--- config.mk ---
export PLATFORM = sky130hd
export DESIGN_NAME = keypad_matrix_scan_debounce_flat
export DESIGN_NICKNAME = d
export VERILOG_FILES = /design/src/sv/kmsd_pkg.sv /design/src/sv/kmsd_req_if.sv /design/src/sv/kmsd_rsp_if.sv /design/src/sv/kmsd_front.sv /design/src/sv/kmsd_fifo.sv /design/src/sv/kmsd_back.sv /design/src/sv/keypad_matrix_scan_debounce.sv /design/src/flat_wrapper.sv
export SDC_FILE = /design/constraint.sdc
export NUM_CORES = 1
export LEC_CHECK = 0
export BUFFER_PORTS_ARGS = -buffer_cell sky130_fd_sc_hd__buf_2
export CAP_MARGIN = 20
export CORE_MARGIN = 1
export CORE_UTILIZATION = 45
export DETAILED_ROUTE_END_ITERATION = 12
export PLACE_DENSITY = 0.64
export REMOVE_ABC_BUFFERS = 1
export SLEW_MARGIN = 30
export SYNTH_ARGS = -nofsm -noshare
export SYNTH_HDL_FRONTEND = slang
export SYNTH_SLANG_ARGS = --single-unit
export TNS_END_PERCENT = 5
--- constraint.sdc ---
create_clock -name clock -period 10.65 [get_ports clock]
set_input_delay 0.5325 -clock clock [delete_from_list [all_inputs] [get_ports clock]]
set_output_delay 0.5325 -clock clock [all_outputs]
set_load 0.005 [all_outputs]
--- src/sv/kmsd_pkg.sv ---
package kmsd_pkg;

   localparam int ROWS_DEFAULT       = 4;
   localparam int COLUMNS_DEFAULT    = 4;
   localparam int FIFO_DEPTH_DEFAULT = 2;

   localparam int TIME_W     = 32;
   localparam int COLS_W     = 4;
   localparam int QUERY_W    = 8;
   localparam int ROW_OUT_W  = 2;
   localparam int KEY_OUT_W  = 4;
   localparam int CNT_W      = 16;
   localparam int CSR_ADDR_W = 3;
   localparam int CSR_DATA_W = 32;

   localparam logic [CNT_W-1:0] LOCKOUT_RESET = 16'd10;
   localparam logic [0:0]       REG_LOCKOUT   = 1'b0;

   typedef struct packed {
      logic               tick;
      logic               read;
      logic [COLS_W-1:0]  column_bits;
      logic [QUERY_W-1:0] query_key;
   } cmd_type;

   typedef enum logic {
      BACK_IDLE,
      BACK_EMIT
   } back_state_type;

endpackage

--- src/sv/kmsd_req_if.sv ---
interface kmsd_req_if import kmsd_pkg::*; ();
   logic               valid;
   logic               ready;
   logic [TIME_W-1:0]  time_now;
   logic [COLS_W-1:0]  column_bits;
   logic [QUERY_W-1:0] query_key;

   modport source (output valid, time_now, column_bits, query_key, input ready);
   modport sink (input valid, time_now, column_bits, query_key, output ready);
endinterface

--- src/sv/kmsd_rsp_if.sv ---
interface kmsd_rsp_if import kmsd_pkg::*; ();
   logic                 valid;
   logic                 ready;
   logic [ROW_OUT_W-1:0] row_drive;
   logic                 event_valid;
   logic [KEY_OUT_W-1:0] event_key;
   logic                 event_down;
   logic                 query_ok;
   logic                 query_down;
   logic                 last_result;

   modport source (output valid, row_drive, event_valid, event_key, event_down,
                   query_ok, query_down, last_result, input ready);
   modport sink (input valid, row_drive, event_valid, event_key, event_down,
                 query_ok, query_down, last_result, output ready);
endinterface

--- src/sv/kmsd_front.sv ---
module kmsd_front import kmsd_pkg::*; (
   input  logic        clock,
   input  logic        reset,
   kmsd_req_if.sink    req,
   input  logic        fifo_full,
   output logic        push,
   output cmd_type     push_cmd
);

   logic [TIME_W-1:0] prev_time_ff, prev_time_in;
   logic              read_phase_ff, read_phase_in;

   assign req.ready = !fifo_full;
   assign push      = req.valid && !fifo_full;

   always_comb begin
      push_cmd.tick        = req.time_now != prev_time_ff;
      push_cmd.read        = read_phase_ff;
      push_cmd.column_bits = req.column_bits;
      push_cmd.query_key   = req.query_key;
      prev_time_in         = push ? req.time_now : prev_time_ff;
      read_phase_in        = push ? !read_phase_ff : read_phase_ff;
   end

   always_ff @(posedge clock) begin
      if (reset) begin
         prev_time_ff  <= '0;
         read_phase_ff <= 1'b0;
      end else begin
         prev_time_ff  <= prev_time_in;
         read_phase_ff <= read_phase_in;
      end
   end

endmodule

--- src/sv/kmsd_fifo.sv ---
module kmsd_fifo import kmsd_pkg::*; #(
   parameter int DEPTH = FIFO_DEPTH_DEFAULT
) (
   input  logic    clock,
   input  logic    reset,
   input  logic    push,
   input  cmd_type push_cmd,
   output logic    full,
   input  logic    pop,
   output cmd_type pop_cmd,
   output logic    empty
);

   localparam int PTR_W = (DEPTH > 1) ? $clog2(DEPTH) : 1;
   localparam int CNT_W_F = $clog2(DEPTH + 1);

   cmd_type             mem_ff [DEPTH];
   logic [PTR_W-1:0]    wr_ptr_ff, wr_ptr_in;
   logic [PTR_W-1:0]    rd_ptr_ff, rd_ptr_in;
   logic [CNT_W_F-1:0]  count_ff, count_in;
   logic                do_push, do_pop;

   assign full    = count_ff == CNT_W_F'(DEPTH);
   assign empty   = count_ff == '0;
   assign do_push = push && !full;
   assign do_pop  = pop && !empty;
   assign pop_cmd = mem_ff[rd_ptr_ff];

   always_comb begin
      wr_ptr_in = wr_ptr_ff;
      rd_ptr_in = rd_ptr_ff;
      count_in  = count_ff;
      if (do_push) begin
         wr_ptr_in = (wr_ptr_ff == PTR_W'(DEPTH - 1)) ? '0 : wr_ptr_ff + 1'b1;
      end
      if (do_pop) begin
         rd_ptr_in = (rd_ptr_ff == PTR_W'(DEPTH - 1)) ? '0 : rd_ptr_ff + 1'b1;
      end
      if (do_push && !do_pop) begin
         count_in = count_ff + 1'b1;
      end else if (do_pop && !do_push) begin
         count_in = count_ff - 1'b1;
      end
   end

   always_ff @(posedge clock) begin
      if (reset) begin
         wr_ptr_ff <= '0;
         rd_ptr_ff <= '0;
         count_ff  <= '0;
      end else begin
         wr_ptr_ff <= wr_ptr_in;
         rd_ptr_ff <= rd_ptr_in;
         count_ff  <= count_in;
      end
   end

   always_ff @(posedge clock) begin
      if (do_push) begin
         mem_ff[wr_ptr_ff] <= push_cmd;
      end
   end

endmodule

--- src/sv/kmsd_back.sv ---
module kmsd_back import kmsd_pkg::*; #(
   parameter int ROWS    = ROWS_DEFAULT,
   parameter int COLUMNS = COLUMNS_DEFAULT
) (
   input  logic             clock,
   input  logic             reset,
   input  logic             fifo_empty,
   input  cmd_type          cmd,
   output logic             pop,
   input  logic [CNT_W-1:0] lockout_ticks,
   kmsd_rsp_if.source       rsp
);

   localparam int KEYS  = ROWS * COLUMNS;
   localparam int KEY_W = (KEYS > 1) ? $clog2(KEYS) : 1;
   localparam int ROW_W = (ROWS > 1) ? $clog2(ROWS) : 1;

   back_state_type      state_ff, state_in;
   logic [ROW_W-1:0]    row_ff, row_in;
   logic [CNT_W-1:0]    lock_ff [KEYS];
   logic [CNT_W-1:0]    lock_in [KEYS];
   logic [KEYS-1:0]     down_ff, down_in;
   logic [COLUMNS-1:0]  mask_ff, mask_in;
   logic                qok_ff, qok_in;
   logic                qdown_ff, qdown_in;

   logic                rsp_valid_ff;
   logic [ROW_OUT_W-1:0] rsp_row_ff;
   logic                rsp_event_ff;
   logic [KEY_OUT_W-1:0] rsp_key_ff;
   logic                rsp_down_ff;
   logic                rsp_qok_ff;
   logic                rsp_qdown_ff;
   logic                rsp_last_ff;

   logic [CNT_W-1:0]    eff [KEYS];
   logic [COLUMNS-1:0]  pressed;
   logic [COLUMNS-1:0]  change;
   logic [COLUMNS-1:0]  sel_oh;
   logic [KEY_W-1:0]    sel_key;
   logic                last_pick;
   logic                slot_free;
   logic                emit;
   logic [ROW_W+1:0]    row_wide;
   logic [KEY_W+3:0]    key_wide;

   genvar gc;
   for (gc = 0; gc < COLUMNS; gc++) begin : g_col
      if (gc < COLS_W) begin : g_sampled
         assign pressed[gc] = cmd.column_bits[gc];
      end else begin : g_unsampled
         assign pressed[gc] = 1'b0;
      end
   end

   assign slot_free = !rsp_valid_ff || rsp.ready;

   always_comb begin
      logic [KEY_W-1:0] key_idx;
      for (int k = 0; k < KEYS; k++) begin
         eff[k] = (cmd.tick && lock_ff[k] != '0) ? lock_ff[k] - 1'b1 : lock_ff[k];
      end
      for (int k = 0; k < KEYS; k++) begin
         lock_in[k] = eff[k];
      end
      down_in = down_ff;
      change  = '0;
      for (int c = 0; c < COLUMNS; c++) begin
         key_idx = KEY_W'(c * ROWS) + KEY_W'(row_ff);
         if (cmd.read && eff[key_idx] == '0 && pressed[c] != down_ff[key_idx]) begin
            change[c]        = 1'b1;
            lock_in[key_idx] = lockout_ticks;
            down_in[key_idx] = pressed[c];
         end
      end
      if (cmd.read) begin
         row_in = row_ff;
      end else begin
         row_in = (row_ff == ROW_W'(ROWS - 1)) ? '0 : row_ff + 1'b1;
      end
      qok_in   = {1'b0, cmd.query_key} < (QUERY_W + 1)'(KEYS);
      qdown_in = qok_in && down_in[cmd.query_key[KEY_W-1:0]];
   end

   always_comb begin
      sel_oh  = '0;
      sel_key = '0;
      for (int c = COLUMNS - 1; c >= 0; c--) begin
         if (mask_ff[c]) begin
            sel_oh    = '0;
            sel_oh[c] = 1'b1;
            sel_key   = KEY_W'(c * ROWS) + KEY_W'(row_ff);
         end
      end
      last_pick = (mask_ff & ~sel_oh) == '0;
      mask_in   = mask_ff & ~sel_oh;
      row_wide  = {2'b00, row_ff};
      key_wide  = {4'b0000, sel_key};
   end

   always_comb begin
      state_in = state_ff;
      case (state_ff)
         BACK_IDLE: begin
            if (!fifo_empty) begin
               state_in = BACK_EMIT;
            end
         end
         BACK_EMIT: begin
            if (slot_free && last_pick) begin
               state_in = BACK_IDLE;
            end
         end
         default: begin
            state_in = BACK_IDLE;
         end
      endcase
   end

   always_comb begin
      pop  = 1'b0;
      emit = 1'b0;
      case (state_ff)
         BACK_IDLE: begin
            pop = !fifo_empty;
         end
         BACK_EMIT: begin
            emit = slot_free;
         end
         default: begin
            pop  = 1'b0;
            emit = 1'b0;
         end
      endcase
   end

   always_ff @(posedge clock) begin
      if (reset) begin
         state_ff     <= BACK_IDLE;
         row_ff       <= ROW_W'(ROWS - 1);
         down_ff      <= '0;
         mask_ff      <= '0;
         rsp_valid_ff <= 1'b0;
         for (int k = 0; k < KEYS; k++) begin
            lock_ff[k] <= '0;
         end
      end else begin
         state_ff <= state_in;
         if (pop) begin
            row_ff  <= row_in;
            down_ff <= down_in;
            mask_ff <= change;
            for (int k = 0; k < KEYS; k++) begin
               lock_ff[k] <= lock_in[k];
            end
         end else if (emit) begin
            mask_ff <= mask_in;
         end
         if (emit) begin
            rsp_valid_ff <= 1'b1;
         end else if (rsp.ready) begin
            rsp_valid_ff <= 1'b0;
         end
      end
   end

   always_ff @(posedge clock) begin
      if (pop) begin
         qok_ff   <= qok_in;
         qdown_ff <= qdown_in;
      end
      if (emit) begin
         rsp_row_ff   <= row_wide[ROW_OUT_W-1:0];
         rsp_event_ff <= mask_ff != '0;
         rsp_key_ff   <= key_wide[KEY_OUT_W-1:0];
         rsp_down_ff  <= (mask_ff != '0) && down_ff[sel_key];
         rsp_qok_ff   <= qok_ff;
         rsp_qdown_ff <= qdown_ff;
         rsp_last_ff  <= last_pick;
      end
   end

   assign rsp.valid       = rsp_valid_ff;
   assign rsp.row_drive   = rsp_row_ff;
   assign rsp.event_valid = rsp_event_ff;
   assign rsp.event_key   = rsp_key_ff;
   assign rsp.event_down  = rsp_down_ff;
   assign rsp.query_ok    = rsp_qok_ff;
   assign rsp.query_down  = rsp_qdown_ff;
   assign rsp.last_result = rsp_last_ff;

endmodule

--- src/sv/keypad_matrix_scan_debounce.sv ---
// Keypad matrix scanner with per-key debounce lockout.
// Each transfer on the request channel is one poll: a tick value, the sampled
// column bits and a key number to query. Polls alternate between selecting the
// next row and reading the columns of the selected row. A key change in an
// unlocked key produces a press or release event and reloads its lockout
// counter from the lockout register, which sits at byte address 0 of the APB
// port. Every poll yields one result per event, in increasing column order,
// or a single result without an event; the final one has last_result set.
// A poll is taken by the front end into a command queue of FIFO_DEPTH entries
// (two by default). The back end pops a poll and updates the key state, then
// emits its results one at a time into the result register; it pops the next
// poll only after the last result of the current one is emitted. The result
// register holds while the receiver stalls; the queue keeps taking polls until
// it is full. Reset clears all key state and lockout counters, selects the
// last row and loads the lockout register with ten ticks.
module keypad_matrix_scan_debounce import kmsd_pkg::*; #(
   parameter int ROWS       = ROWS_DEFAULT,
   parameter int COLUMNS    = COLUMNS_DEFAULT,
   parameter int FIFO_DEPTH = FIFO_DEPTH_DEFAULT
) (
   input  logic                  clock,
   input  logic                  reset,
   kmsd_req_if.sink              req_chan,
   kmsd_rsp_if.source            rsp_chan,
   input  logic                  psel,
   input  logic                  penable,
   input  logic                  pwrite,
   input  logic [CSR_ADDR_W-1:0] paddr,
   input  logic [CSR_DATA_W-1:0] pwdata,
   output logic [CSR_DATA_W-1:0] prdata,
   output logic                  pready
);

   logic [CNT_W-1:0] lockout_ff, lockout_in;
   logic             push, pop, fifo_full, fifo_empty;
   cmd_type          push_cmd, pop_cmd;

   assign pready = 1'b1;
   assign prdata = (paddr[CSR_ADDR_W-1] == REG_LOCKOUT) ?
                   {{(CSR_DATA_W - CNT_W){1'b0}}, lockout_ff} : '0;

   always_comb begin
      lockout_in = lockout_ff;
      if (psel && penable && pwrite && paddr[CSR_ADDR_W-1] == REG_LOCKOUT) begin
         lockout_in = pwdata[CNT_W-1:0];
      end
   end

   always_ff @(posedge clock) begin
      if (reset) begin
         lockout_ff <= LOCKOUT_RESET;
      end else begin
         lockout_ff <= lockout_in;
      end
   end

   kmsd_front u_front (
      .clock     (clock),
      .reset     (reset),
      .req       (req_chan),
      .fifo_full (fifo_full),
      .push      (push),
      .push_cmd  (push_cmd)
   );

   kmsd_fifo #(
      .DEPTH (FIFO_DEPTH)
   ) u_fifo (
      .clock    (clock),
      .reset    (reset),
      .push     (push),
      .push_cmd (push_cmd),
      .full     (fifo_full),
      .pop      (pop),
      .pop_cmd  (pop_cmd),
      .empty    (fifo_empty)
   );

   kmsd_back #(
      .ROWS    (ROWS),
      .COLUMNS (COLUMNS)
   ) u_back (
      .clock         (clock),
      .reset         (reset),
      .fifo_empty    (fifo_empty),
      .cmd           (pop_cmd),
      .pop           (pop),
      .lockout_ticks (lockout_ff),
      .rsp           (rsp_chan)
   );

endmodule

--- src/flat_wrapper.sv ---
// flat-port wrapper written by rule: the top's interface ports become plain ports
module keypad_matrix_scan_debounce_flat import kmsd_pkg::*;
#(
   parameter int ROWS       = ROWS_DEFAULT,
   parameter int COLUMNS    = COLUMNS_DEFAULT,
   parameter int FIFO_DEPTH = FIFO_DEPTH_DEFAULT
)
  (clock, reset, psel, penable, pwrite, paddr, pwdata, prdata, pready, req_chan_valid, req_chan_time_now, req_chan_column_bits, req_chan_query_key, req_chan_ready, rsp_chan_valid, rsp_chan_row_drive, rsp_chan_event_valid, rsp_chan_event_key, rsp_chan_event_down, rsp_chan_query_ok, rsp_chan_query_down, rsp_chan_last_result, rsp_chan_ready);
  kmsd_req_if req_chan_i ();
  kmsd_rsp_if rsp_chan_i ();
  input  logic clock;
  input  logic reset;
  input  logic psel;
  input  logic penable;
  input  logic pwrite;
  input  logic [CSR_ADDR_W-1:0] paddr;
  input  logic [CSR_DATA_W-1:0] pwdata;
  output logic [CSR_DATA_W-1:0] prdata;
  output logic pready;
  input wire logic [$bits(req_chan_i.valid)-1:0] req_chan_valid;
  input wire logic [$bits(req_chan_i.time_now)-1:0] req_chan_time_now;
  input wire logic [$bits(req_chan_i.column_bits)-1:0] req_chan_column_bits;
  input wire logic [$bits(req_chan_i.query_key)-1:0] req_chan_query_key;
  output wire logic [$bits(req_chan_i.ready)-1:0] req_chan_ready;
  output wire logic [$bits(rsp_chan_i.valid)-1:0] rsp_chan_valid;
  output wire logic [$bits(rsp_chan_i.row_drive)-1:0] rsp_chan_row_drive;
  output wire logic [$bits(rsp_chan_i.event_valid)-1:0] rsp_chan_event_valid;
  output wire logic [$bits(rsp_chan_i.event_key)-1:0] rsp_chan_event_key;
  output wire logic [$bits(rsp_chan_i.event_down)-1:0] rsp_chan_event_down;
  output wire logic [$bits(rsp_chan_i.query_ok)-1:0] rsp_chan_query_ok;
  output wire logic [$bits(rsp_chan_i.query_down)-1:0] rsp_chan_query_down;
  output wire logic [$bits(rsp_chan_i.last_result)-1:0] rsp_chan_last_result;
  input wire logic [$bits(rsp_chan_i.ready)-1:0] rsp_chan_ready;
  assign req_chan_i.valid = req_chan_valid;
  assign req_chan_i.time_now = req_chan_time_now;
  assign req_chan_i.column_bits = req_chan_column_bits;
  assign req_chan_i.query_key = req_chan_query_key;
  assign req_chan_ready = req_chan_i.ready;
  assign rsp_chan_valid = rsp_chan_i.valid;
  assign rsp_chan_row_drive = rsp_chan_i.row_drive;
  assign rsp_chan_event_valid = rsp_chan_i.event_valid;
  assign rsp_chan_event_key = rsp_chan_i.event_key;
  assign rsp_chan_event_down = rsp_chan_i.event_down;
  assign rsp_chan_query_ok = rsp_chan_i.query_ok;
  assign rsp_chan_query_down = rsp_chan_i.query_down;
  assign rsp_chan_last_result = rsp_chan_i.last_result;
  assign rsp_chan_i.ready = rsp_chan_ready;
  keypad_matrix_scan_debounce #(.ROWS(ROWS), .COLUMNS(COLUMNS), .FIFO_DEPTH(FIFO_DEPTH)) u_core (.clock(clock), .reset(reset), .req_chan(req_chan_i), .rsp_chan(rsp_chan_i), .psel(psel), .penable(penable), .pwrite(pwrite), .paddr(paddr), .pwdata(pwdata), .prdata(prdata), .pready(pready));
endmodule
Yosys cells after proc, flatten, opt, wreduce, memory -nomap -nowiden
Memories as Yosys holds them, arrays and structs flattened. A register that Yosys moved wholly into a read port is not among the register bits.
Cells that the tools add are included.
- bits in writable memories: 284
- memories: 2
- logic and storage cells: 298
- output and inout port bits: 46
- flip-flop bits (word level): 90
- memories (memory ; depth ; bits a word ; read ports ; clocked after memory_dff ; wr ports ; line ; RTL):
    u_core.u_back.lock_ff ; 16 ; 16 ; 16 ; 0 ; 16 ; kmsd_back.sv:20 ; logic [CNT_W-1:0] lock_ff [KEYS];
    u_core.u_fifo.mem_ff ; 2 ; 14 ; 1 ; 1 ; 1 ; kmsd_fifo.sv:17 ; cmd_type mem_ff [DEPTH];
- add/subtract/negate cells: 24
- equal/unequal tests: 7
- bitwise operators: 25
- muxes and demuxes: 124
- order comparisons: 19
- reductions and logical operators: 77
- operator list (operator ; count):
    bitwise mux 256 bit ; 4
    2-to-1 mux 256 bit ; 4
    2-to-1 mux 16 bit ; 49
    binary-select mux 16 bit (select 4 bit) ; 4
    demux 16 bit (select 4 bit) ; 4
    nonzero test 16 bit ; 16
    subtractor 16 x 1 -> 16 bit, second input constant ; 16
    bitwise mux 16 bit ; 4
    zero test 16 bit ; 4
    logical AND 1 bit ; 43
    2-to-1 mux 4 bit ; 10
    != test 32 bit ; 1
    2-to-1 mux 1 bit ; 31
    < comparator 4 x 5 -> 1 bit, second input constant ; 5
    binary-select mux 1 bit (select 4 bit) ; 5
    greater-or-equal comparator 5 bit, second input constant ; 4
    < comparator 5 x 1 -> 1 bit, second input constant ; 4
    OR 1 bit ; 16
    NOT 4 -> 5 bit ; 3
    demux 1 bit (select 4 bit) ; 3
    greater-or-equal comparator 4 x 1 -> 1 bit, second input constant ; 3
    < comparator 8 x 5 -> 1 bit, second input constant ; 1
    zero test 1 bit ; 6
    2-to-1 mux 2 bit ; 3
    23 further kinds ; 33

Longest topological paths before layout
Gate-level depths: netlist of the first run.
An unclocked memory read counts as a cell.
- depth in word-level cells: 20
- depth in mapped cells: 18

Cells and area by module
Synthesis of the first run repeated with hierarchy kept, for this count alone.
- cell total of the unflattened synthesis: 2907
- area total of the unflattened synthesis: 26379.0 um^2
- modules (own cells, without submodules) (module ; cells each ; times used ; area an instance (um^2)):
    kmsd_back ; 2533 ; 1 ; 22584.2
    kmsd_front ; 200 ; 1 ; 1596.5
    kmsd_fifo ; 68 ; 1 ; 1221.2
    keypad_matrix_scan_debounce ; 106 ; 1 ; 977.2

Least setup slack after synthesis of the first run
OpenSTA, ideal clock, no wires.
- path type: register to register
- start point: register u_core.u_fifo.count_ff[0]
- end point: memory u_core.u_back.lock_ff[0][0] (enable)
- buffers on the path: 1
- clock period less this slack: 7.132 ns
- cell stages (with the launch flop): 4
- library setup time: 1.964 ns
- required time: 8.686 ns
- slack: 3.518 ns
- arrival: 5.168 ns
- cells stage by stage: dfxtp_1 o21ai_1 clkbuf_1 nand2_1
- RTL lines (item ; line ; RTL):
    start: declaration ; kmsd_fifo.sv:20 ; logic [CNT_W_F-1:0] count_ff, count_in;
    start signal: assignment ; kmsd_fifo.sv:54 ; count_ff <= count_in;
    end: declaration ; kmsd_back.sv:20 ;

==> results by stage, run 1 <==
Status:
- The flow ran to the end, and the final reports show no timing, DRC or antenna violations.

Logic synthesis:
- The share of synthesized registers carrying an async set or reset is 0.
- The flip-flop cell with the highest count after synthesis is edfxtp_1.
- The cell count after synthesis came out at 2777.
- The combinational family with the most area after synthesis is simple AND/OR/NAND/NOR gates.
- The mux contribution to synthesized area is 0.0437.
- The proportion of synthesized chip area in sequential cells is 0.421.
- The post-synthesis area per instance is 8.96 sq um.
- edfxtp_1 takes more of the synthesized area than any other cell.
- Of the total synthesized cell area, the portion taken by XOR and XNOR cells is 0.0718.
- The number of different library cells used by synthesis comes to 100.
- By area the synthesized netlist is led by edfxtp_1 (36%), nor2_1 (6.6%), dfxtp_1 (6.3%).
- The share of synthesized cell area in and, or, nand and nor gates is 0.249.
- The number of synthesis warnings is 0.
- The area share of fa/ha/maj cells after synthesis is 0.0110.
- After synthesis the netlist holds a flip-flop and latch count of 375.
- The area fraction in compound gates after synthesis was 0.159.
- The netlist area before placement is 24900 sq um.
- The top-area cell type share of the netlist area is 0.358.
- Counting flops with a built-in enable in the synthesized netlist gives 297.

Route:
- The count of routing violations after the opening detailed-route iteration is 1898.
- The count of nets left with antenna violations once routing finished came out at 0.
- Before antenna repair, the detailed router went through 5 iterations.
- The via count is 22000.
- In the routed design, unresolved DRC markers number 0.
- The total length of routed wires is 73500 um.
- The average wire length per cell after detail routing is 20.9 um.
- Using the TritonRoute via totals, the vias-per-cell ratio works out to 6.25.

Timing:
- Once routing completed, OpenROAD measured the worst setup slack at 4.57 ns.
- Setup violations remaining at the end of the flow were counted as 0.
- Setup repair after global routing left no endpoint under its margin.
- The part of the cycle the worst path needs is 0.571.
- The final setup TNS is 0 ns.
- At the pin with the least slew margin, the transition time is 1.00 ns.
- The clock period could shrink to 6.08 ns.
- The clock tree skew after final layout is 0.0238 ns.
- Derived from the worst setup path, the maximum achievable clock frequency is 165 MHz.
- The number of failing hold endpoints at the final stage is 0.
- The number of slew-limit violations in the final report was 0.
- The normalized max-slew margin is 0.316.

Worst setup path:
- STA classifies the critical path endpoint as a flip-flop.
- Traced cell by cell, the critical path runs through mux2_4 -> buf_4 -> nand2_1 -> nor4_1 -> mux2_2 -> a2111oi_0 -> a22oi_2 -> nand2_1 -> nand2_2 -> mux2_2 -> o211ai_1 -> nand4_1.
- The critical path in this run is classified as reg -> reg.
- Among all stages on the critical path, the largest delay is contributed by dfxtp_1.
- The critical-path maximum fanout is 65.
- For the worst setup path, the data required time is 10.97 ns.
- The launching element type of the critical path is a flip-flop.
- The delay of the slowest cell on the worst path is 0.82 ns.
- The arrival time reported for the critical path endpoint is 6.40 ns.

Clock network:
- The count of cells resized by post-cts repair is 0.
- The TritonCTS buffer count is 45.
- The number of sinks on the clock net is 375.
- The clock network latency to the later pin of the worst-skew pair is 0.59 ns.
- The H-tree depth is 2.
- In this run, post-CTS hold repair placed 0 buffers.
- The tree is rooted in a clkbuf_16.
- No sink is reached through more buffers than the 3 on the longest clock path.
- The total setup buffers inserted after CTS is 0.
- The clock transition at the registers of the reported paths is 0.06 ns.
- The clock tree from TritonCTS is built.

Power:
- The areal power density over the cells is 280 nW/um^2.
- For this design the static power due to leakage is 9.95 nW.
- The share of total power in combinational logic is 0.406.
- Of the total power, the share spent switching nets is 0.412.
- Internal power comes to 4.52 mW.
- The share of total power dissipated in the clock network is 0.213.
- Total power for the finished layout comes to 7.68 mW.
- The power spent charging and discharging nets is 3.17 mW.
- The power share of the sequential group is 0.381.
- The peak ir drop on the vdd network is 0.000125 V.

Floorplanning:
- In this run the core area contains 85 standard-cell rows.
- 132 I/O pins were placed.
- The die covers 56200 sq um.
- The area inside the core boundary is 54200 sq um.
- In this run the vertical extent of the chip is 237 um.
- The initial core utilization is 0.459.
- The die is 237 um wide.

Job:
- Across the run, the number of max-cap violations was 0.

Global route:
- The global-route wire length before repair is 115000 um.
- The number of global-route vias before repair is 20500.
- The number of antenna violations at the first check in global routing is 2.
- Entering global routing, the biggest net connects 97 pins.
- The total congestion overflow is 0.
- For this run, the total global-route usage over all layers was measured as 0.257.

Cells and area:
- In the final layout, the share of cells above drive strength 1 is 0.0995.
- The final core utilization is 0.505.
- For this run, the post-layout net count is 2894.
- The top cell types in the final layout, fill and taps aside, are nor2_1 (434), edfxtp_1 (297), nand2_1 (233), a211oi_1 (198), xnor2_1 (145).
- The number of antenna diodes in the final layout is 0.
- The sequential cell area is 10500 sq um.
- The synthesis-to-finish area growth is 10.1%.
- The most frequent standard cell in the layout excluding fill and tap cells is nor2_1.
- Summing all multi-input logic gate instances after layout gives 13400 sq um.
- Counting the fill cells in the layout gives 5071.

Hold path:
- The worst min-delay path category is in -> reg.

Place:
- The final HPWL from detailed placement is 47200 um.
- At the end of routability-driven placement, the weighted congestion stood at 0.930.
- Prior to clock tree synthesis, the placed netlist has a worst setup slack of 4.69 ns.
- Buffers placed on the I/O ports in this run total 96.
==> final timing paths <==
kind         slack, ns  depth (start not counted)                                         start                                           end
max reg2reg       4.57                         12                                     flip-flop              u_core.u_back.qdown_ff$_DFFE_PP_
max               4.57                         12                                     flip-flop              u_core.u_back.qdown_ff$_DFFE_PP_
min reg2reg       0.47                          2  u_core.u_front.prev_time_ff[27]$_SDFFE_PP0P_  u_core.u_front.prev_time_ff[27]$_SDFFE_PP0P_
min               0.14                          1                         req_chan_query_key[3]          u_core.u_fifo.mem_ff[0][3]$_DFFE_PP_
==> kinds of logic (layout without fill, tap and decap cells) <==
kind of cell | after synthesis | after routing
muxes | 101 | 101
and+or+nand+nor | 1246 | 1246
AOI/OAI and AO/OA | 567 | 567
other | 2 | 17
buffers and inverters | 260 | 291
DFF | 375 | 375
xor gates and xnor gates | 204 | 204
adders and majority gates | 22 | 22
==> flip-flops by register name, summed over array words and instances (netlist names), 2 cells and up, named ones only <==
| register | cells |
|---|---|
| u_core.u_back.down_ff | 16 |
| u_core.u_fifo.mem_ff | 28 |
| u_core.lockout_ff | 16 |
| u_core.u_back.lock_ff | 256 |
| u_core.u_back.mask_ff | 4 |
| u_core.u_fifo.count_ff | 2 |
| u_core.u_back.rsp.row_drive | 2 |
| u_core.u_back.row_ff | 2 |
| u_core.u_front.prev_time_ff | 32 |
| u_core.u_back.rsp.event_key | 4 |
==> cells in the mapped netlist (8+ instances only) <==
cell type	number
a211oi_1	198
ha_1	21
inv_1	73
o21ai_0	53
a31oi_1	14
a2111oi_0	10
nor2b_1	18
o2111ai_1	10
a21oi_1	141
dfxtp_1	78
xnor2_1	145
nor4b_1	12
buf_4	19
o211ai_1	19
or3_1	51
o31ai_1	14
a311oi_1	9
edfxtp_1	297
nand2b_1	14
xor2_1	59
mux2_2	16
nor3_1	118
buf_2	37
buf_1	11
and3_1	17
nor2_1	435
nor3b_1	12
mux2i_1	78
nand3_1	77
nand2_1	237
nand4b_1	11
nand4_1	58
a21o_1	8
and2_1	11
or4_1	30
nand3b_1	11
or2_2	15
clkbuf_1	116
nor4_1	72
and4_1	16
==> critical path, delay by kind of cell, from the launching register on <==
| family | cells | cell delay, ns |
|---|---|---|
| simple gates | 5 | 1.54 |
| mux | 3 | 1.33 |
| buf+inv | 1 | 0.73 |
| flops | 1 | 0.82 |
| compound gates | 3 | 1.33 |
==> per-stage QoR <==
step | instances | area (sq um) | hold slack, ns
after detailed placement | 3436 | 25800 | 0.459
final | 3519 | 27400 | 0.141
after CTS | 3519 | 27400 | 0.114
after floorplan | 2608 | 24100 | 0.400
after global routing | 3519 | 27400 | 0.123
after global placement | 3436 | 25800 | 0.455
==> power groups by stage <==
stage | Combinational, mW | Clock [mW] | Sequential, mW
5_1_grt | 3.46 | 1.71 | 3.01
6_report | 3.12 | 1.63 | 2.93
2_1_floorplan | 2.38 | 0 | 2.84
3_5_place_dp | 3.06 | 0 | 2.93
3_3_place_gp | 2.99 | 0 | 2.91
4_1_cts | 3.09 | 1.66 | 2.91
==> cell type report <==
| class | count | area share |
|---|---|---|
| Clock inverter | 11 | 0.00429 |
| Sequential cell | 375 | 0.382 |
| Timing Repair Buffer | 132 | 0.0278 |
| Inverter | 76 | 0.0104 |
| Clock buffer | 72 | 0.0535 |
| Multi-Input combinational cell | 2157 | 0.490 |
| Tap cell | 696 | 0.0318 |
==> layer usage <==
layer	track usage	part of all wire
met5	0	0.00015
met4	0.0780	0.025
met3	0.0358	0.068
met2	0.410	0.45
met1	0.361	0.46
Power figures use the tool's default switching activity.
==> run 2, diff against run 1 <==
Settings changed: PLACE_DENSITY 0.64 to 0.66.
Clock period 10.65 ns to 5.57 ns, I/O delays scaled along.
==> run 2 against run 1 <==
Core utilization up 1.2 points. Critical path type unchanged. Worst setup slack got worse by 3.7 ns. Clock power rose by 90%. Hold slack worse by 0.027 ns. Non-clock buffer count grew 72. Sequential share of layout area shrank 0.89 points. First-iteration DRC count grew 21%. Clock-buffer cell count is 17 lower. Combinational power increased by 95%.
==> results by stage, run 2 (same netlist as run 1, synthesis figures left out) <==
Clock network:
- The root buffer cell chosen for the clock tree is clkbuf_16.
- The total setup buffers inserted after CTS was 0 (unchanged).
- The TritonCTS buffer count was 43 (-4.4%).
- The number of sinks on the clock net is 375 (unchanged).
- The clock network latency to the later pin of the worst-skew pair was 0.58 ns (about the same).
- The clock tree from TritonCTS is built.
- The count of cells resized by post-cts repair is 0 (unchanged).
- The maximum clock path buffer count was 3 (unchanged).
- The clock transition at the registers of the reported paths was 0.06 ns (about the same).
- The H-tree depth is 2 (unchanged).

Place:
- The instance area after placement is 25900 sq um (+0.48%).
- The final HPWL from detailed placement is 46200 um (-2.2%).
- The final weighted congestion in routability-driven placement came to 0.929 (-0.15%).
- The cell total after placement is 3448 (+0.35%).
- The post-placement worst setup slack is 0.863 ns (-3.82 ns).
- The count of buffers inserted at the top-level ports is 96 (unchanged).

Floorplanning:
- The die height was 237 um (unchanged).
- The initial core utilization came to 0.459 (unchanged).
- The floorplan die width is 237 um (unchanged).
- The overall die area came to 56200 sq um (unchanged).
- The number of primary I/O pins is 132 (unchanged).
- The area inside the core boundary is 54200 sq um (unchanged).
- The count of standard-cell rows came to 85 (unchanged).

Route:
- The number of vias per cell after detailed routing is 6.22 (-0.39%).
- The count of nets left with antenna violations after detail routing is 0 (unchanged).
- The total length of routed wires came to 74100 um (+0.82%).
- The average wire length per cell after detail routing was 20.7 um (-1.1%).
- The top routing layer in use is met5.
- The via count is 22300 (+1.5%).
- The count of routing violations after the opening detailed-route iteration is 2300 (+21%).
- The DRC violations left is 0 (unchanged).
- The length of routed met3 wiring is 5510 um (+11%).
- The detailed-routed wire length on met2 is 33500 um (+1.2%).
- The total iterations of the first detailed-routing run was 6 (+1).
- The met1 wire length is 33000 um (-1.8%).

Cells and area:
- The filler cell count in the final layout is 4899 (-3.4%).
- The post-route non-filler standard cell count is 3586 (+1.9%).
- The library cells used most frequently in the layout, excluding fill and tap cells, are nor2_1 (434), edfxtp_1 (297), nand2_1 (235), a211oi_1 (198), xnor2_1 (145).
- The synthesis-to-finish area growth is 12.8%.
- The area of the multi-input gates came to 13400 sq um (about the same).
- The largest registers in the layout are u_core.u_back.lock_ff x256, u_core.u_front.prev_time_ff x32, u_core.u_fifo.mem_ff x28.
- The final core utilization was 0.517 (+0.0123).
- The fraction of final layout cells with drive strength greater than 1 is 0.101 (+0.00115).
- The antenna diode count is 0 (unchanged).
- The sequential cell area was 10500 sq um (about the same).
- The largest register by flop count is u_core.u_back.lock_ff.
- Leaving out fill and tap cells, the most frequent cell in the layout is nor2_1.
- The flip-flop count of the largest register, all copies and words added is 256 (unchanged).
- The post-route cell area is 28100 sq um (+2.4%).
- The final layout net count is 2964 (+2.4%).

Power:
- The peak ir drop on the vdd network is 0.000288 V (+130%).
- The areal power density over the cells is 526 nW/um^2 (+88%).
- The total power was 14.8 mW (+92%).
- The standby leakage power was 10.2 nW (+3.0%).

Hold path:
- The worst min-delay path category is in -> reg.
- The cell depth of the worst min-delay path is 3 (+2).

Timing:
- The worst-margin pin slew is 0.971 ns (-0.0296 ns).
- The minimum clock period after layout is 4.71 ns (-1.36 ns).
- The number of failing hold endpoints at the final stage is 0 (unchanged).
- The worst setup slack after layout is 0.857 ns (-3.72 ns).
- The count of final setup violators is 0 (unchanged).
- The number of slew-limit violations in the final report is 0 (unchanged).
- The final setup TNS was 0 ns (unchanged).
- The worst hold slack across all endpoints is 0.114 ns (-0.0268 ns).
- The normalized max-slew margin was 0.353 (+0.0370).
- The maximum clock frequency is 212 MHz (+29%).
- Setup repair after global routing left no endpoint under its margin.
- The clock tree skew after final layout is 0.0261 ns (+0.00231 ns).
- The part of the cycle the worst path needs came to 0.846 (+0.276).

Worst setup path:
- The critical path endpoint category is a flip-flop.
- The data required time at the worst endpoint came to 6.07 ns (-4.90 ns).
- The launching element type of the critical path is a flip-flop.
- The slack of the worst reg-to-reg path came to 0.86 ns (-3.72 ns).
- The most critical setup path has its startpoint at u_core.u_back.lock_ff[0][80]$_SDFFCE_PN0P_.
- The arrival time reported for the critical path endpoint was 5.21 ns (-1.19 ns).
- The startpoint of the lowest-slack register-to-register path is u_core.u_back.lock_ff[0][80]$_SDFFCE_PN0P_.
- The count of cells along the worst register-to-register path is 13 (+1).
- The most critical setup path has its endpoint at u_core.u_back.down_ff[5]$_SDFFE_PP0P_.
- The endpoint of the worst register-to-register path is u_core.u_back.down_ff[5]$_SDFFE_PP0P_.
- The critical-path maximum fanout is 33 (-49%).
- The worst setup path category is reg -> reg.

Global route:
- The number of antenna violations at the first check in global routing is 1 (-1).
- The total congestion overflow is 0 (unchanged).
- The global router's overall resource usage is 0.259 (+0.00192).
- The maximum number of pins on one net before global-route repair is 106 (+9.3%).
- The number of global-route vias before repair is 20900 (+2.0%).
- The global-route wire length before repair is 116000 um (+1.2%).

Status:
- The run finished with clean final reports.

Job:
- The number of max-capacitance violations reported is 0 (unchanged).
[run 2: cell types whose count changed in the layout (fill, tap and decap cells not counted), moves of 3 or more]
cell	before	now
dlygate4sd3_1	0	60
buf_4	35	45
clkbuf_8	11	3
clkbuf_16	51	46
buf_12	0	4
bufinv_16	2	6
clkbuf_1	10	6
dfxtp_1	77	73
dfxtp_2	1	5
clkinvlp_4	1	4
[run 2: worst min-delay path by stage]
stage | start | endpoint | slack [ns]
after CTS | rsp_chan_ready | u_core.u_back.rsp.valid$_SDFFE_PP0P_ | 0.08
final | rsp_chan_ready | u_core.u_back.rsp.valid$_SDFFE_PP0P_ | 0.11
after floorplan | reset | u_core.lockout_ff[0]$_SDFFE_PP0P_ | 0.35
after global routing | rsp_chan_ready | u_core.u_back.rsp.valid$_SDFFE_PP0P_ | 0.12
after detailed placement | u_core.u_back.qok_ff$_DFFE_PP_ | u_core.u_back.rsp.query_ok$_DFFE_PP_ | 0.41
after global placement | u_core.u_back.qok_ff$_DFFE_PP_ | u_core.u_back.rsp.query_ok$_DFFE_PP_ | 0.41
[run 2: metal layers]
layer  global-route usage  up-vias
met5                    0        -
met4               0.0856        2
met3               0.0333      136
met2                0.414      896
met1                0.362    10800
li1                     -    10500
[run 2: repair_timing]
action                     in CTS  in global routing
hold endpoints to repair       72                  0
setup endpoints to repair       0                  0
hold buffers                   60                  0
[run 2: area by class of cell]
type | count | area share
clock buffer | 55 | 0.0433
inverter | 76 | 0.0102
tap | 696 | 0.0310
multi-input combinational | 2157 | 0.478
clock inverter | 23 | 0.0110
timing repair buffer | 204 | 0.0532
sequential | 375 | 0.374
[run 2: critical path, stage by stage, from the launching register on]
cell and delay [ns]:
edfxtp_1 0.49, inv_1 0.10, ha_1 0.24, nor4b_1 0.63
nand4_1 0.42, a211oi_1 0.36, o211ai_1 0.14, a2111oi_0 0.51
o21bai_1 0.24, o41ai_2 0.09, buf_4 0.24, nand3_2 0.53
or3_1 0.54, a21oi_1 0.12
[run 2: report_power, final]
group	total (mW)	switching [mW]	internal (mW)
combinational	6.07	3.61	2.46
clock	3.09	1.25	1.84
sequential	5.61	1.25	4.35
==> run 3, diff against run 2 <==
Clock period 5.57 ns to 4 ns, I/O delays scaled along.
==> run 3 against run 2 <==
The run now ends with negative setup slack left. Cell count grew 4.1%. Via count grew 2.8%. Critical path depth grew 1. Register-to-register slack lost 0.88 ns. Worst setup slack lost 0.88 ns. Maximum frequency grew 17%. Sequential cell count is the same. Largest power group unchanged.
==> results by stage, run 3 (same netlist as run 1, synthesis figures left out) <==
Cells and area:
- The antenna diode count was 0 (unchanged).
- The final layout net count is 3110 (+4.9%).
- The largest register by flop count is u_core.u_back.lock_ff.
- The fraction of final layout cells with drive strength greater than 1 is 0.155 (+0.0544).
- The final core utilization is 0.543 (+0.0251).
- The library cell used most frequently in the layout, excluding fill and tap cells, is nor2_1.
- The flip-flop count of the largest register, all copies and words added is 256 (unchanged).
- Compared with the post-synthesis result, the final layout area differs by 18.3%.
- The largest registers in the layout are u_core.u_back.lock_ff x256, u_core.u_front.prev_time_ff x32, u_core.u_fifo.mem_ff x28.
- In the layout the commonest cells are nor2_1 (432), edfxtp_1 (297), nand2_1 (233), a211oi_1 (197), buf_4 (174).

Clock network:
- The H-tree depth is 2 (unchanged).
- The clock transition at the registers of the reported paths was 0.06 ns (about the same).
- The number of sinks on the clock net is 375 (unchanged).
- The maximum clock path buffer count came to 3 (unchanged).
- The clock network latency to the later pin of the worst-skew pair came to 0.58 ns (about the same).
- TritonCTS built the clock tree.
- The master cell of the clock root buffer is clkbuf_16.
- The TritonCTS buffer count is 43 (unchanged).

Route:
- The number of vias per cell after detailed routing is 6.15 (-1.2%).
- The DRC violations left was 0 (unchanged).
- The total iterations of the first detailed-routing run is 5 (-1).
- The via count is 23000 (+2.8%).
- The count of routing violations after the opening detailed-route iteration was 2223 (-3.3%).
- The average wire length per cell after detail routing is 20.9 um (+1.2%).
- The count of nets left with antenna violations after detail routing is 0 (unchanged).
- The total length of routed wires came to 78100 um (+5.3%).

Floorplanning:
- The initial core utilization came to 0.459 (unchanged).
- The die height was 237 um (unchanged).
- The area inside the core boundary came to 54200 sq um (unchanged).
- The number of primary I/O pins is 132 (unchanged).
- The floorplan die width is 237 um (unchanged).
- The count of standard-cell rows is 85 (unchanged).
- The overall die area was 56200 sq um (unchanged).

Timing:
- The number of failing hold endpoints at the final stage is 0 (unchanged).
- The worst setup slack after layout is -0.0210 ns (-0.878 ns).
- The final setup TNS was -0.0210 ns (-0.0210 ns).
- The normalized max-slew margin was 0.340 (-0.0125).
- The clock tree skew after final layout is 0.0211 ns (-0.00495 ns).
- The worst-margin pin slew came to 0.988 ns (+0.0173 ns).
- The count of final setup violators is 1 (+1).
- The part of the cycle the worst path needs is 1.01 (+0.159).
- The maximum clock frequency is 249 MHz (+17%).
- Setup repair after global routing could not meet its margin everywhere.
- The minimum clock period after layout was 4.02 ns (-0.692 ns).
- The number of slew-limit violations in the final report is 0 (unchanged).

Worst setup path:
- The signal on the critical path passes through inv_1 -> ha_2 -> or3b_4 -> or4_4 -> buf_4 -> o21ai_4 -> mux2i_2 -> nor4b_2 -> a22oi_2 -> nand2_2 -> nand2_2 -> mux2_2 -> o211ai_1 -> nand4_1.
- STA classifies the critical path endpoint as a flip-flop.
- The arrival time reported for the critical path endpoint is 4.32 ns (-0.89 ns).
- The launching element type of the critical path is a flip-flop.
- The category of cells accounting for the largest share of critical-path delay is simple AND/OR/NAND/NOR gates.
- The slack of the worst reg-to-reg path came to -0.02 ns (-0.88 ns).
- The delay of the slowest cell on the worst path is 0.53 ns (-0.10 ns).
- The count of cells along the worst register-to-register path is 14 (+1).
- The combined buffer and inverter count along the critical path is 2 (unchanged).
- The critical-path maximum fanout is 5 (-85%).
- The data required time at the worst endpoint is 4.30 ns (-1.77 ns).
- On the critical path, the stage with the largest delay is an instance of or4_4.
- The endpoint of the worst register-to-register path is u_core.u_back.qdown_ff$_DFFE_PP_.
- The critical path is of the reg -> reg type.
- The startpoint identified for the worst register-to-register timing path is u_core.u_back.lock_ff[1][80]$_SDFFCE_PP0P_.
- By instance count, the cell type seen most on the critical path is nand2_2.

Hold path:
- The destination of the worst hold path is u_core.u_back.rsp.valid$_SDFFE_PP0P_.
- The startpoint identified for the worst hold timing path is rsp_chan_ready.
- In this run the worst hold path is classified as in -> reg.
- The cell depth of the worst min-delay path is 3 (unchanged).

Global route:
- The number of global-route vias before repair was 21700 (+3.6%).
- The total congestion overflow came to 0 (unchanged).
- The global-route wire length before repair is 121000 um (+4.1%).
- The global router's overall resource usage was 0.271 (+0.0127).
- The number of antenna violations at the first check in global routing came to 2 (+1).
- The maximum number of pins on one net before global-route repair is 81 (-24%).

Place:
- The final weighted congestion in routability-driven placement is 0.951 (+2.5%).
- The final HPWL from detailed placement is 50400 um (+9.1%).
- The count of buffers inserted at the top-level ports was 96 (unchanged).
- The post-placement worst setup slack is -0.102 ns (-0.965 ns).

Power:
- The total power was 21.3 mW (+44%).
- The standby leakage power is 11.1 nW (+8.0%).
- The areal power density over the cells is 723 nW/um^2 (+37%).
- The peak ir drop on the vdd network is 0.000311 V (+8.0%).

Status:
- The run finished, with violations left.
- The checks that failed: negative setup slack.

Job:
- The number of max-capacitance violations reported came to 0 (unchanged).
run 3: cell types whose count changed in the layout (fill, tap and decap cells not counted), moves of 4 or more:
cell	change
bufinv_16	-6
nor4_1	-7
clkbuf_8	+5
buf_12	+12
a2111oi_0	-4
clkinv_2	+8
buf_4	+129
buf_6	+4
nor4_2	+6
run 3: timing repair:
action | 4_1_cts | 5_1_grt
hold buffers | 60 | 0
endpoints found under the setup margin | 61 | 208
buffers inserted | 4 | 11
pin swaps | 1 | 11
gates resized for setup | 5 | 46
cloned | 1 | 0
hold endpoints to repair | 72 | 0
run 3: through the flow:
step                hold WS, ns  instances  cell area (sq um)
finish                   0.0301       3733              29400
global route             0.0210       3733              29400
CTS                     0.00390       3722              29100
detailed placement        0.392       3578              27000
global placement          0.390       3578              27000
floorplan                 0.269       2608              24100
run 3: cell type report:
cell class	count	area (sq um)
clock inverter	18	96.3
clock buffer	61	1310
fill	4844	24800
timing repair buffer	349	2750
sequential	375	10500
inverter	76	285
tap	696	871
multi-input combinational	2158	13600
run 3: power breakdown:
part | leakage [nW] | total (mW) | switching, mW | internal [mW]
registers | 3.75 | 7.62 | 1.57 | 6.05
logic | 6.61 | 9.71 | 5.56 | 4.15
clock network | 0.700 | 3.96 | 1.68 | 2.28
total | 11.1 | 21.3 | 8.81 | 12.5
run 3: metal layers:
metal / up-vias / routed length, um / GRT usage
li1: 10800 / - / -
met1: 11000 / 34000 / 0.373
met2: 968 / 35200 / 0.431
met3: 151 / 6440 / 0.0465
met4: 0 / 2430 / 0.0962
met5: - / 0 / 0
run 3: worst min-delay path, delay by kind of cell:
| kind | cells | cell delay, ns |
|---|---|---|
| compound gates | 1 | 0.09 |
| buf+inv | 1 | 0.08 |
| simple gates | 1 | 0.17 |
run 3: how the worst max path moves through the flow:
stage	start	end	slack (ns)	cells past startpoint
2_1_floorplan	u_core.u_fifo.count_ff[0]$_SDFFE_PP0P_	u_core.u_back.lock_ff[0][0]$_SDFFCE_PN0P_	-3.82	2
5_1_grt	u_core.u_back.lock_ff[1][22]$_SDFFCE_PN0P_	u_core.u_back.qdown_ff$_DFFE_PP_	-0.05	11
3_3_place_gp	u_core.u_back.lock_ff[0][112]$_SDFFCE_PN0P_	u_core.u_back.lock_ff[0][107]$_SDFFCE_PN0P_	-0.23	14
4_1_cts	u_core.u_back.lock_ff[1][80]$_SDFFCE_PP0P_	u_core.u_back.qdown_ff$_DFFE_PP_	-0.06	14
3_5_place_dp	u_core.u_back.lock_ff[1][80]$_SDFFCE_PP0P_	u_core.u_back.qdown_ff$_DFFE_PP_	-0.10	13
6_report	u_core.u_back.lock_ff[1][80]$_SDFFCE_PP0P_	u_core.u_back.qdown_ff$_DFFE_PP_	-0.02	14
